`src/rtl/core/tocs_pkg.sv`:
```
// ----------------------------------------------------------------------------
// Trajectory obstacle cost scorer package
// Shared types and constants for the scorer's accumulator, multiplier
// and sequencer.
// ----------------------------------------------------------------------------
package tocs_pkg;

    // Costmap codes
    localparam logic [7:0] COST_FREE      = 8'd0;
    localparam logic [7:0] COST_INSCRIBED = 8'd253;
    localparam logic [7:0] COST_LETHAL    = 8'd254;
    localparam logic [7:0] COST_UNKNOWN   = 8'd255;

    // Width of the raw cost handed to the scaling step, and of the result
    localparam int RAW_W = 48;
    localparam int HALF_W = 24;
    localparam int OPR_W = 32;
    localparam int PROD_W = 64;
    localparam logic [RAW_W-1:0] COST_MAX = {RAW_W{1'b1}};

    // Configuration port
    localparam int CFG_IDX_W = 3;
    localparam int CFG_DATA_W = 32;
    localparam logic [CFG_IDX_W-1:0] CFG_SCALE_FACTOR   = 3'd0;
    localparam logic [CFG_IDX_W-1:0] CFG_CRITICAL_COST  = 3'd1;
    localparam logic [CFG_IDX_W-1:0] CFG_COLLISION_COST = 3'd2;
    localparam logic [CFG_IDX_W-1:0] CFG_USE_FOOTPRINT  = 3'd3;
    localparam logic [CFG_IDX_W-1:0] CFG_TRACK_UNKNOWN  = 3'd4;
    localparam logic [CFG_IDX_W-1:0] CFG_COST_POWER     = 3'd5;

    typedef struct packed {
        logic [31:0] scale_factor;
        logic [15:0] critical_cost;
        logic [23:0] collision_cost;
        logic        use_footprint;
        logic        track_unknown;
        logic [1:0]  cost_power;
    } tocs_cfg_t;

    localparam tocs_cfg_t CFG_RESET = '{
        scale_factor:   32'd64424509,
        critical_cost:  16'd300,
        collision_cost: 24'd1000000,
        use_footprint:  1'b1,
        track_unknown:  1'b0,
        cost_power:     2'd1
    };

    // One trajectory point
    typedef struct packed {
        logic [7:0] cell_cost;
        logic       in_goal_zone;
        logic       last_point;
        logic       last_trajectory;
    } tocs_in_t;

    // One trajectory result
    typedef struct packed {
        logic [47:0] trajectory_cost;
        logic        collided;
        logic        all_collide;
        logic        batch_done;
    } tocs_out_t;

    // End-of-trajectory summary from the accumulator to the sequencer
    typedef struct packed {
        logic [RAW_W-1:0] raw;
        logic             collided;
        logic             all_collide;
        logic             batch_done;
    } tocs_end_t;

    // Sequencer states
    typedef enum logic [6:0] {
        S_IDLE   = 7'b0000001,
        S_MUL_LO = 7'b0000010,
        S_MUL_HI = 7'b0000100,
        S_SCALE  = 7'b0001000,
        S_SQUARE = 7'b0010000,
        S_ROUND  = 7'b0100000,
        S_DONE   = 7'b1000000
    } tocs_state_t;

endpackage

```
`src/rtl/core/tocs_accum.sv`:
```
// ----------------------------------------------------------------------------
// Trajectory point accumulator
// Classifies each point's cell cost, keeps the saturating cost sum, the
// collision flag and the batch-wide free-trajectory flag.
// ----------------------------------------------------------------------------
module tocs_accum
    import tocs_pkg::*;
#(
    parameter int SUM_WIDTH = 32
) (
    input  logic      aclk,
    input  logic      aresetn,
    input  logic      point_take,
    input  tocs_in_t  point,
    input  tocs_cfg_t cfg,
    output tocs_end_t end_info
);

    localparam int EXT_W = SUM_WIDTH + 1;

    logic [SUM_WIDTH-1:0] sum_reg, sum_next;
    logic                 hit_reg, hit_next;
    logic                 some_free_reg, some_free_next;

    logic                 active;
    logic                 coll;
    logic [15:0]          add;
    logic [EXT_W-1:0]     sum_ext;
    logic [SUM_WIDTH-1:0] sum_sat;
    logic                 hit_now;
    logic [SUM_WIDTH-1:0] sum_now;

    // Classify the cell and work out what it adds.
    always_comb begin
        active = !hit_reg && (point.cell_cost != COST_FREE);
        coll = (point.cell_cost == COST_LETHAL) ||
               ((point.cell_cost == COST_INSCRIBED) && !cfg.use_footprint) ||
               ((point.cell_cost == COST_UNKNOWN) && !cfg.track_unknown);
        if (point.cell_cost >= COST_INSCRIBED) begin
            add = cfg.critical_cost;
        end else if (point.in_goal_zone) begin
            add = 16'd0;
        end else begin
            add = {8'd0, point.cell_cost};
        end
        sum_ext = {1'b0, sum_reg} + EXT_W'(add);
        sum_sat = sum_ext[SUM_WIDTH] ? {SUM_WIDTH{1'b1}} : sum_ext[SUM_WIDTH-1:0];
        hit_now = hit_reg || (active && coll);
        sum_now = (active && !coll) ? sum_sat : sum_reg;
    end

    // Summary of the trajectory, valid on its last point.
    always_comb begin
        end_info.raw = hit_now ? RAW_W'(cfg.collision_cost) : RAW_W'(sum_now);
        end_info.collided = hit_now;
        end_info.all_collide = point.last_trajectory && !(some_free_reg || !hit_now);
        end_info.batch_done = point.last_trajectory;
    end

    // State update: the last point clears the trajectory state.
    always_comb begin
        sum_next = sum_reg;
        hit_next = hit_reg;
        some_free_next = some_free_reg;
        if (point_take) begin
            if (point.last_point) begin
                sum_next = '0;
                hit_next = 1'b0;
                some_free_next = point.last_trajectory ? 1'b0 :
                                 (some_free_reg || !hit_now);
            end else begin
                sum_next = sum_now;
                hit_next = hit_now;
            end
        end
    end

    always_ff @(posedge aclk) begin
        if (!aresetn) begin
            sum_reg <= '0;
            hit_reg <= 1'b0;
            some_free_reg <= 1'b0;
        end else begin
            sum_reg <= sum_next;
            hit_reg <= hit_next;
            some_free_reg <= some_free_next;
        end
    end

endmodule

```
`src/rtl/core/tocs_mul.sv`:
```
// ----------------------------------------------------------------------------
// Shared multiplier
// A 32 by 32 bit unsigned multiplier with a registered product, used in
// turn for both scaling halves and for squaring.
// ----------------------------------------------------------------------------
module tocs_mul
    import tocs_pkg::*;
(
    input  logic              aclk,
    input  logic              mul_load,
    input  logic [OPR_W-1:0]  mul_a,
    input  logic [OPR_W-1:0]  mul_b,
    output logic [PROD_W-1:0] mul_prod
);

    logic [PROD_W-1:0] prod_reg;

    // Product register holds until the next load.
    always_ff @(posedge aclk) begin
        if (mul_load) begin
            prod_reg <= PROD_W'(mul_a) * PROD_W'(mul_b);
        end
    end

    assign mul_prod = prod_reg;

endmodule

```
`src/rtl/core/trajectory_obstacle_cost_scorer.sv`:
```
// ----------------------------------------------------------------------------
// Trajectory obstacle cost scorer
// Points of candidate trajectories enter on s_*, one result per trajectory
// leaves on m_*, registers are written on cfg_*.
//
// Each input transaction carries one point's costmap cell cost. A point that
// is not the last of its trajectory is absorbed and s_ready stays high. The
// last point starts the scaling sequence on the shared 32x32 multiplier:
// low half, high half, combine, and two more steps when cost_power selects
// squaring. s_ready stays low from that transaction until the result is
// loaded into the output register and presented on m_valid. The multiplier
// is used up to three times per trajectory.
// The result sits in an output register: if the receiver stalls, the next
// trajectory's points are still taken, and only its result waits in the
// final step until the earlier result has been taken.
// Reset (aresetn, synchronous, active low) clears the sum and flags, empties
// the output register and loads the register defaults. cfg_ready is always
// high; registers are to be written while the block is idle.
// ----------------------------------------------------------------------------
module trajectory_obstacle_cost_scorer
    import tocs_pkg::*;
#(
    parameter int SUM_WIDTH = 32
) (
    input  logic                  aclk,
    input  logic                  aresetn,
    input  logic                  s_valid,
    output logic                  s_ready,
    input  tocs_in_t              s_data,
    output logic                  m_valid,
    input  logic                  m_ready,
    output tocs_out_t             m_data,
    input  logic                  cfg_valid,
    output logic                  cfg_ready,
    input  logic [CFG_IDX_W-1:0]  cfg_index,
    input  logic [CFG_DATA_W-1:0] cfg_data
);

    tocs_cfg_t   cfg_reg;
    tocs_state_t state_reg, state_next;
    tocs_end_t   end_info;
    tocs_end_t   end_reg;
    logic [39:0]      lo_reg;
    logic [RAW_W-1:0] val_reg;
    logic             m_valid_reg;
    tocs_out_t        m_data_reg;

    logic              point_take;
    logic              mul_load;
    logic [OPR_W-1:0]  mul_a;
    logic [OPR_W-1:0]  mul_b;
    logic [PROD_W-1:0] mul_prod;
    logic [RAW_W:0]    comb_sum;
    logic [RAW_W-1:0]  scaled;
    logic              out_free;

    assign s_ready = (state_reg == S_IDLE);
    assign point_take = s_valid && s_ready;
    assign cfg_ready = 1'b1;
    assign out_free = !m_valid_reg || m_ready;

    // Configuration registers
    always_ff @(posedge aclk) begin
        if (!aresetn) begin
            cfg_reg <= CFG_RESET;
        end else if (cfg_valid && cfg_ready) begin
            unique case (cfg_index)
                CFG_SCALE_FACTOR:   cfg_reg.scale_factor <= cfg_data;
                CFG_CRITICAL_COST:  cfg_reg.critical_cost <= cfg_data[15:0];
                CFG_COLLISION_COST: cfg_reg.collision_cost <= cfg_data[23:0];
                CFG_USE_FOOTPRINT:  cfg_reg.use_footprint <= cfg_data[0];
                CFG_TRACK_UNKNOWN:  cfg_reg.track_unknown <= cfg_data[0];
                CFG_COST_POWER:     cfg_reg.cost_power <= cfg_data[1:0];
                default: ;
            endcase
        end
    end

    // Per-point accumulation
    tocs_accum #(
        .SUM_WIDTH (SUM_WIDTH)
    ) u_accum (
        .aclk       (aclk),
        .aresetn    (aresetn),
        .point_take (point_take),
        .point      (s_data),
        .cfg        (cfg_reg),
        .end_info   (end_info)
    );

    // Operand selection for the shared multiplier
    always_comb begin
        mul_load = 1'b0;
        mul_a = '0;
        mul_b = cfg_reg.scale_factor;
        unique case (state_reg)
            S_MUL_LO: begin
                mul_load = 1'b1;
                mul_a = OPR_W'(end_reg.raw[HALF_W-1:0]);
            end
            S_MUL_HI: begin
                mul_load = 1'b1;
                mul_a = OPR_W'(end_reg.raw[RAW_W-1:HALF_W]);
            end
            S_SQUARE: begin
                mul_load = 1'b1;
                mul_a = val_reg[OPR_W-1:0];
                mul_b = val_reg[OPR_W-1:0];
            end
            default: ;
        endcase
    end

    tocs_mul u_mul (
        .aclk     (aclk),
        .mul_load (mul_load),
        .mul_a    (mul_a),
        .mul_b    (mul_b),
        .mul_prod (mul_prod)
    );

    // Combine the two scaling halves: (high << 8) + (low >> 16), saturated.
    always_comb begin
        comb_sum = {1'b0, mul_prod[39:0], 8'h00} + (RAW_W + 1)'(lo_reg);
        if ((|mul_prod[PROD_W-1:40]) || comb_sum[RAW_W]) begin
            scaled = COST_MAX;
        end else begin
            scaled = comb_sum[RAW_W-1:0];
        end
    end

    // Sequencer
    always_comb begin
        state_next = state_reg;
        unique case (state_reg)
            S_IDLE: begin
                if (point_take && s_data.last_point) begin
                    state_next = S_MUL_LO;
                end
            end
            S_MUL_LO: state_next = S_MUL_HI;
            S_MUL_HI: state_next = S_SCALE;
            S_SCALE:  state_next = cfg_reg.cost_power[1] ? S_SQUARE : S_DONE;
            S_SQUARE: state_next = S_ROUND;
            S_ROUND:  state_next = S_DONE;
            S_DONE: begin
                if (out_free) begin
                    state_next = S_IDLE;
                end
            end
            default:  state_next = S_IDLE;
        endcase
    end

    always_ff @(posedge aclk) begin
        if (!aresetn) begin
            state_reg <= S_IDLE;
        end else begin
            state_reg <= state_next;
        end
    end

    // Datapath registers of the sequence
    always_ff @(posedge aclk) begin
        if (point_take && s_data.last_point) begin
            end_reg <= end_info;
        end
        if (state_reg == S_MUL_HI) begin
            lo_reg <= mul_prod[55:16];
        end
        if (state_reg == S_SCALE) begin
            val_reg <= scaled;
        end
        if (state_reg == S_ROUND) begin
            val_reg <= (|val_reg[RAW_W-1:OPR_W]) ? COST_MAX : mul_prod[PROD_W-1:16];
        end
    end

    // Output register
    always_ff @(posedge aclk) begin
        if (!aresetn) begin
            m_valid_reg <= 1'b0;
        end else if (state_reg == S_DONE && out_free) begin
            m_valid_reg <= 1'b1;
        end else if (m_ready) begin
            m_valid_reg <= 1'b0;
        end
    end

    always_ff @(posedge aclk) begin
        if (state_reg == S_DONE && out_free) begin
            m_data_reg.trajectory_cost <= val_reg;
            m_data_reg.collided <= end_reg.collided;
            m_data_reg.all_collide <= end_reg.all_collide;
            m_data_reg.batch_done <= end_reg.batch_done;
        end
    end

    assign m_valid = m_valid_reg;
    assign m_data = m_data_reg;

endmodule
```
`config.mk`:
```
export PLATFORM = sky130hd
export DESIGN_NAME = trajectory_obstacle_cost_scorer
export DESIGN_NICKNAME = d
export VERILOG_FILES = /design/src/rtl/core/tocs_pkg.sv /design/src/rtl/core/tocs_accum.sv /design/src/rtl/core/tocs_mul.sv /design/src/rtl/core/trajectory_obstacle_cost_scorer.sv
export SDC_FILE = /design/constraint.sdc
export NUM_CORES = 2
export LEC_CHECK = 0
export ABC_AREA = 1
export BUFFER_PORTS_ARGS = -buffer_cell sky130_fd_sc_hd__buf_2
export CAP_MARGIN = 20
export CORE_ASPECT_RATIO = 0.8
export CORE_MARGIN = 4
export CORE_UTILIZATION = 55
export CTS_BUF_LIST = sky130_fd_sc_hd__clkbuf_4 sky130_fd_sc_hd__clkbuf_8
export CTS_CLUSTER_DIAMETER = 100
export DETAILED_ROUTE_END_ITERATION = 6
export GPL_TIMING_DRIVEN = 0
export PLACE_DENSITY = 0.71
export SLEW_MARGIN = 20
export SYNTH_ARGS = -nofsm -noshare
export SYNTH_HDL_FRONTEND = slang
export SYNTH_SLANG_ARGS = --single-unit
```
`constraint.sdc`:
```
create_clock -name aclk -period 16.1 [get_ports aclk]
set_input_delay 1.61 -clock aclk [delete_from_list [all_inputs] [get_ports aclk]]
set_output_delay 1.61 -clock aclk [all_outputs]
set_load 0.01 [all_outputs]
```
==> summary.md <==
| Metric | Value |
|---|---|
| Outcome | `finished, final reports clean` |
| Area leader, netlist | `fa_1` |
| Cell with the most instances after synthesis | `nand2_1` |
| Critical path type | `reg2reg` |
| Reg clk slew, reported paths | `0.07 ns` |
| Layout area overhead | `6.67%` |
| Critical path's slowest cell | `fa_1` |
| Layout cells sized above 1 | `7.18%` |
| Vias in the first global route | `45000` |
| Initial antenna violation count | `25` |
| DR WL/cell | `26.5 um` |
| First-pass DRT Iterations | `6` |
| FP Rows | `101` |
| Number of synthesized flops with an enable pin | `238` |
| CTS tree | `done` |
| DRC Markers | `0` |
| Dpl hpwl | `183 mm` |
| Top cells by area, synth | `fa_1, edfxtp_1, nand2_1` |
| Final hold vios | `0` |
| Crit path time final | `10.81 ns` |
| CTS Buf Count | `52` |
| Distinct cells, synth | `57` |
| RePlAce Congestion | `1.07` |
| Peak Freq | `92.5 MHz` |
| Least-Margin Pin Slew | `1.10 ns` |
| Worst EP arrival | `11.24 ns` |
| Mapped Avg Cell Area | `7.95 sq um` |
| Max reg flops | `75` |
| Drt initial violations | `6015` |
| Post-layout net count | `8045` |
| Leak pwr | `30.5 nW` |
| Max-Cap Viols | `0` |
| Post-cts resize count | `0` |
| Fin crit share | `67.2%` |
| TritonCTS Sinks | `355` |
| Clock latency on the worst-skew pair | `0.69 ns` |
| CTS H-tree lvls | `2` |
| Power per cell area | `42.4 mW/mm^2` |
| Crit start category | `flop` |
| Clock Path Buffers | `3` |
| Critical Path RT | `16.53 ns` |
| Initial Utilization | `55.5%` |
| Final wirelength | `215 mm` |
| CP max FO | `10` |
| Mapped Area | `0.0526 sq mm` |
| Via Count | `46000` |
| CTS Root Cell | `clkbuf_8` |
| Slew Limit Headroom | `26.6%` |
| Post-synth top cells | `nand2_1, inv_1, fa_1` |
| FILL cells | `8909` |
| IR drop worst, VDD | `0.0758 mV` |
| Maximum number of pins on one net before global-route repair | `53` |
| CP max stage delay | `0.96 ns` |
| Clock skew | `0.0385 ns` |
| Congestion Overflow GR | `0` |
| Fin. max-slew vios | `0` |
| Global-route wire length before repair | `309 mm` |
| RSZ-0062 raised after global routing | `false` |
| DIE WIDTH | `354 um` |
| FF+latch count, synth | `355` |
| Crit end category | `flop` |
| Vias per cell | `5.65` |
| Ys Warns | `0` |
| Final hold slack | `0.421 ns` |
| Post-CTS Setup Inserts | `0` |
| Die Y | `285 um` |
| Cells after Synth | `6623` |
| CP most frequent cell | `fa_1` |
| I/O pin cnt | `105` |
| Core ar. | `0.0949 sq mm` |
| # setup viols final | `0` |
| Hold WC Path Type | `reg2reg` |
| Routed Antenna Nets | `0` |
| Die area | `0.101 sq mm` |
| Register area share after synthesis | `18.0%` |
| Syn_nets | `7883` |
| Synth top area share | `34.2%` |
| Number of port buffers | `103` |
| Setup TNS Final | `0 ns` |
| GRT Util Overall | `42.8%` |
| Main synth FF type | `edfxtp_1` |
| CTS Hold Bufs | `0` |
| Asr flop ratio synth | `0%` |
cell usage in the layout (no fill, tap or decap), types with 12 or more instances in the layout:
cell      instances
xor2_1           48
buf_4            19
o21bai_1         12
clkbuf_4         12
edfxtp_1        238
o21ai_0         130
nand2_2          17
ha_1            311
xnor2_1          32
nor2_1          452
inv_2            46
dfxtp_1         117
o22ai_1          25
nand3b_1         16
nor3_1           21
buf_2           238
inv_1          1683
a21oi_1         202
clkinv_1         12
nand2_1        1774
clkbuf_1         53
nand3_1         198
diode_2          17
fa_1            898
or2_2            13
a31oi_1          19
o21ai_2          16
nand4_1          30
clkbuf_8         55
layer usage:
| layer | vias to the layer above | wire [um] | global-route usage, % |
|---|---|---|---|
| met2 | 3154 | 81500 | 56.4 |
| met4 | 24 | 9060 | 14.5 |
| met1 | 22500 | 86700 | 60.6 |
| met3 | 477 | 37800 | 21.6 |
| li1 | 19800 | - | - |
| met5 | - | 304 | 0.429 |
logic make-up (layout without fill, tap and decap cells):
kind of cell | count (synthesis) | count (layout) | synth area share [%]
AND/OR/NAND/NOR | 2570 | 2570 | 19.7
buffers and inverters | 1954 | 2158 | 14.5
adder cells (fa/ha/maj) | 1209 | 1209 | 41.6
AO/OA/AOI/OAI | 454 | 454 | 4.93
flip-flops | 355 | 355 | 18.0
XOR/XNOR | 80 | 80 | 1.33
other | 1 | 18 | 0.00713
through the flow:
| step | setup slack [ns] | total power [mW] | std cells | util [%] | area, sq um |
|---|---|---|---|---|---|
| floorplan | 8.21 | 1.30 | 6623 | - | 52600 |
| global placement | 5.13 | 1.51 | 8013 | 57.7 | 54800 |
| detailed placement | 5.86 | 1.52 | 8018 | 57.8 | 54900 |
| CTS | 5.84 | 2.36 | 8114 | 59.1 | 56100 |
| global route | 5.19 | 2.46 | 8114 | 59.1 | 56100 |
| finish | 5.29 | 2.38 | 8131 | 59.2 | 56100 |
path summary, 6_finish.rpt:
kind	endpoint	from	slack, ns	cells past startpoint
worst min-delay path	m_data[2]$_DFFE_PP_	end_reg[2]$_DFFE_PP_	0.42	0
worst min register to register	m_data[2]$_DFFE_PP_	end_reg[2]$_DFFE_PP_	0.42	0
worst max-delay path	u_mul.mul_prod[63]$_DFFE_PP_	val_reg[28]$_DFFE_PP_	5.29	28
worst max register to register	u_mul.mul_prod[63]$_DFFE_PP_	val_reg[28]$_DFFE_PP_	5.29	28
final cells by class:
cell class | count | area (sq um) | area share (%)
inverters | 1735 | 6520 | 11.6
clock inverters | 29 | 352 | 0.626
flip-flops and latches | 355 | 9490 | 16.9
clock buffers | 67 | 847 | 1.51
well taps | 1287 | 1610 | 2.87
plain buffers | 219 | 1110 | 1.98
repair buffers | 108 | 631 | 1.12
diodes | 17 | 42.5 | 0.0758
multi-input cells | 4314 | 35500 | 63.3
power breakdown:
| group | total, mW | switching [mW] | internal (mW) |
|---|---|---|---|
| registers | 1.01 | 0.0164 | 0.994 |
| clock network | 0.857 | 0.391 | 0.465 |
| logic | 0.513 | 0.359 | 0.154 |
| total | 2.38 | 0.766 | 1.61 |
critical path, delay by kind of cell, from the launching register on:
| family | cells | cell delay (ns) |
|---|---|---|
| simple gates | 8 | 1.63 |
| buf+inv | 7 | 2.39 |
| flops | 1 | 0.38 |
| fa+ha+maj | 9 | 5.10 |
| compound gates | 4 | 1.02 |
(Power assumes the default switching activity.)
